===== src/hw/rtl/hcpd_pkg.sv =====
package hcpd_pkg;

    localparam int CHAN_BITS = 16;
    localparam int NUM_CHANS = 3;
    localparam int PIX_BITS  = CHAN_BITS * NUM_CHANS;
    localparam int POS_BITS  = 18;
    localparam int QUO_BITS  = 17;
    localparam int SUM_BITS  = 18;
    localparam int DIV_STEPS = QUO_BITS;
    localparam int THR_BITS  = 17;
    localparam int XW        = 12;
    localparam int YW        = 16;

    localparam logic [2:0] REG_MONO   = 3'd0;
    localparam logic [2:0] REG_WIDTH  = 3'd1;
    localparam logic [2:0] REG_HEIGHT = 3'd2;
    localparam logic [2:0] REG_HOT    = 3'd3;
    localparam logic [2:0] REG_COLD   = 3'd4;

    typedef logic [CHAN_BITS-1:0] chan_t;
    typedef logic [PIX_BITS-1:0]  pix_t;
    typedef logic signed [POS_BITS-1:0] pos_t;

    // Request from the window stage to the lanes.
    typedef struct packed {
        logic [XW-1:0] x;
        logic [YW-1:0] y;
        logic          mono;
    } tag_t;

endpackage


===== src/hw/rtl/hcpd_merge.sv =====
// Combines lane positions (colour: sum divided by 3; mono: lane 0 alone), applies thresholds.
module hcpd_merge
(
    input  logic                  mono,
    input  hcpd_pkg::pos_t        p0,
    input  hcpd_pkg::pos_t        p1,
    input  hcpd_pkg::pos_t        p2,
    input  logic [hcpd_pkg::THR_BITS-1:0] hot_thr,
    input  logic [hcpd_pkg::THR_BITS-1:0] cold_thr,
    output hcpd_pkg::pos_t        pos,
    output logic                  hot,
    output logic                  cold
);
    logic signed [19:0] sum;
    logic [19:0]        mag;
    logic [39:0]        prod;
    logic [19:0]        q;

    always_comb
    begin
        sum  = 20'(p0) + 20'(p1) + 20'(p2);
        mag  = sum[19] ? 20'(-sum) : 20'(sum);
        // (mag+1)/3 via reciprocal ceil(2^20/3), exact for mag+1 < 2^19
        prod = 40'(mag + 20'd1) * 40'd349526;
        q    = prod[39:20];
        if (mono) pos = p0;
        else      pos = sum[19] ? -hcpd_pkg::POS_BITS'(q) : hcpd_pkg::POS_BITS'(q);
        hot  = (20'(pos) > $signed({3'b0, hot_thr}));
        cold = ((-20'(pos)) > $signed({3'b0, cold_thr}));
    end

endmodule


===== config.mk =====
export PLATFORM = sky130hd
export DESIGN_NAME = hcpd_merge
export DESIGN_NICKNAME = d
export VERILOG_FILES = /design/src/hw/rtl/hcpd_pkg.sv /design/src/hw/rtl/hcpd_merge.sv
export SDC_FILE = /design/constraint.sdc
export NUM_CORES = 1
export LEC_CHECK = 0
export BUFFER_PORTS_ARGS = -buffer_cell sky130_fd_sc_hd__buf_2
export CAP_MARGIN = 10
export CORE_ASPECT_RATIO = 0.6
export CORE_MARGIN = 1
export CORE_UTILIZATION = 60
export DETAILED_ROUTE_END_ITERATION = 10
export PLACE_DENSITY = 0.81
export SLEW_MARGIN = 40
export SYNTH_ARGS = -nofsm -noshare
export SYNTH_HDL_FRONTEND = slang
export SYNTH_SLANG_ARGS = --single-unit

===== constraint.sdc =====
create_clock -name vclk -period 57.6
set_input_delay 11.52 -clock vclk [all_inputs]
set_output_delay 11.52 -clock vclk [all_outputs]
set_load 0.05 [all_outputs]

==> flow_results.org <==
** Cells and area
- Final-layout fill cell count :: 1560
- Layout cells sized above 1 :: 11.1%
- 0 antenna diodes ended up in the layout.
- Summing all flip-flop and latch instances after layout gives 0 sq um.
- The final layout contains a sequential cell count of 0.
- After layout, the clock buffer instance count stands at 0.
- In the final design database the tool counted 1923 nets.
- Compared with the post-synthesis result, the final layout area differs by 6.77%.

** Timing
- Setup total negative slack on the finished layout was measured at 0 ns.
- The number of endpoints with negative hold slack in the final report was 0.
- Final Max Slew Viols :: 0
- Post-route clock period utilization :: 65.9%
- Final Worst Setup Slack :: approximately 20 ns
- Final count of negative-setup-slack endpoints :: 0
- Period minus WS final :: around 38 ns
- Slew at the pin with the worst max-slew slack :: 0.897 ns
- RSZ-0062 raised after global routing :: false
- Based on the critical path, the design can be clocked at up to 26.3 MHz.
- Max-slew headroom at the worst pin :: 40.2%

** Min path
- Startpoint of the lowest-slack hold path :: p0[6]
- Path type of the worst min-delay path :: input pin to output port

** Drt
- Detail-routed net length per standard cell :: 19.4 um
- Total vias in the final route :: 10216
- Antenna Nets Post-Route :: 0
- Detailed-route DRC error count :: 2
- After detailed routing, the number of vias per cell comes to 6.00.
- The first routing iteration left 1195 violations.
- Final wirelength :: between 30000 and 40000 um
- First-pass DRT Iterations :: 10

** CTS
- Cells resized by post-CTS repair :: 0
- Post-cts hold buffer count :: 0
- Setup Fix Bufs, Post-CTS :: 0

** Run status
- The checks that failed: design-rule violations.
- Status :: complete, but fails checks

** Worst setup path
- CP endpoint kind :: output port
- Tracing the worst setup path back leads to its startpoint at p0[1].
- The cell family contributing the most delay on the critical path is adder cells.
- Critical path launch point type :: input pin
- In this design, the stage delay of the slowest critical-path cell is 0.65 ns.
- Req. time, crit path :: 46.08 ns
- Crit-path slowest cell :: nor4b_2
- Maximum fanout count along the critical path :: 15
- Together, buffers and inverters on the worst path number 8.
- By instance count, the cell type seen most on the critical path is ha_1.
- The worst setup path is of the input pin to output port kind.
- Data arrival time at the worst-slack endpoint :: between 20 and 30 ns

** Synth
- Area leader, netlist :: fa_1
- The average instance in the mapped netlist occupies 8.33 sq um.
- Top cell type's share of synthesized area :: 26.7%
- The synthesized netlist occupies a cell area of 11400 sq um.
- The Yosys step of the flow raised 0 warnings.
- Sequential area share after synthesis :: 0%
- Cell variety after synth :: 92
- Yosys attributes the largest share of cell area to fa_1, ha_1, inv_1.
- Cells after synthesis :: 1367

** Floorplanning
- From bottom edge to top edge, the die measures 109 um.
- In this run the count of I/O pins placed on the die edge is 109.
- Total die area :: about 20000 sq um
- Core Rows :: 38
- Once the floorplan was initialized, standard cells occupied ~62% of the core.
- The core region is 18300 sq um.
- Die outline width :: 180 um

** GRT
- Tot GR Track Use :: around a third
- Global routing finished with a remaining overflow of 0.
- Number of global-route vias before repair :: roughly 10000
- First-pass GRT wire length :: 52300 um
- The initial antenna violation count is 0.
- Largest net degree at the start of global routing :: 35

** Place
- IO buf count :: between 100 and 150
- Post-place setup slack :: ~20 ns
- Summed over all nets, the half-perimeter wirelength after detailed placement is about 30000 um.
- The congestion estimate from routability-driven global placement came to 1.03.

** Flow run
- The tool flagged a number of max-cap violations equal to 0.
==> Yosys cell counts (15+ instances only) <==
library cell	n
nor3_1	29
o21ai_0	39
o21a_1	15
nand2_1	56
nand4_1	22
nor2_1	47
a21o_1	16
nand3_1	21
fa_1	152
xnor2_1	61
ha_1	217
inv_1	344
a21oi_1	64
xor2_1	31
==> final cells by class <==
| class | instances | area (sq um) | area share, % |
|---|---|---|---|
| well taps | 240 | 300 | 2.47 |
| repair buffers | 115 | 588 | 4.84 |
| multi-input cells | 1003 | 9970 | 82.0 |
| inverters | 345 | 1290 | 10.7 |
==> cells in the final DEF, fill, tap and decap left out, drive strengths merged, types with 5 or more instances in the layout <==
master | Yosys | layout
inv | 345 | 345
ha | 217 | 217
fa | 152 | 152
buf | 9 | 114
a21oi | 65 | 65
xnor2 | 61 | 61
nand2 | 57 | 57
nor2 | 47 | 47
o21ai | 41 | 41
xor2 | 31 | 31
nor3 | 31 | 31
nand4 | 22 | 22
nand3 | 21 | 21
a21o | 19 | 19
and3 | 16 | 16
o21a | 15 | 15
nor4 | 15 | 15
o211ai | 13 | 13
a31oi | 12 | 12
nor2b | 11 | 11
or3 | 10 | 10
and2 | 9 | 9
or2 | 8 | 8
o31ai | 7 | 7
a211oi | 6 | 6
mux2i | 6 | 6
conb | 2 | 6
nand3b | 6 | 6
a22oi | 5 | 5
nand2b | 5 | 5
a211o | 5 | 5
a221oi | 5 | 5
and4 | 5 | 5
==> stage by stage <==
step / cells / utilization [%] / hold slack, ns / cell area [sq um]
5_1_grt: 1703 / 66.4 / 23.70 / 12200
2_1_floorplan: 1371 / - / 23.37 / 11400
4_1_cts: 1702 / 66.3 / 23.66 / 12100
6_report: 1703 / 66.4 / 23.65 / 12200
3_5_place_dp: 1702 / 66.3 / 23.66 / 12100
3_3_place_gp: 1702 / 66.2 / 23.64 / 12100
==> metal layers <==
metal,vias up,global-route usage (%),wire length (um)
met2,536,47.0,12500
li1,4778,-,-
met3,16,9.59,4480
met4,0,2.40,199
met1,4886,54.8,15900
met5,-,0,0
==> tightest hold or removal path, cell delays in order <==
cell and delay [ns]:
buf_2 0.12, mux2_2 0.21, buf_2 0.28
==> path summary, 6_finish.rpt <==
| check | endpoint | slack [ns] | cells past startpoint |
|---|---|---|---|
| worst max-delay path | cold | 19.64 | 53 |
| worst min-delay path | pos[6] | 23.65 | 3 |
==> cell families (layout without fill, tap and decap cells) <==
family                     after synthesis  count (layout)  share of synthesized area, %
adders and majority gates              369             369                          50.6
and+or+nand+nor                        282             282                          13.6
xor gates and xnor gates                92              92                          7.08
buffers and inverters                  368             460                          12.8
other                                    2               6                        0.0660
AOI/OAI and AO/OA                      247             247                          15.2
muxes                                    7               7                         0.626
Power is not shown: default switching activity piles up to over one toggle a cycle in this logic, so the estimate is an artifact.
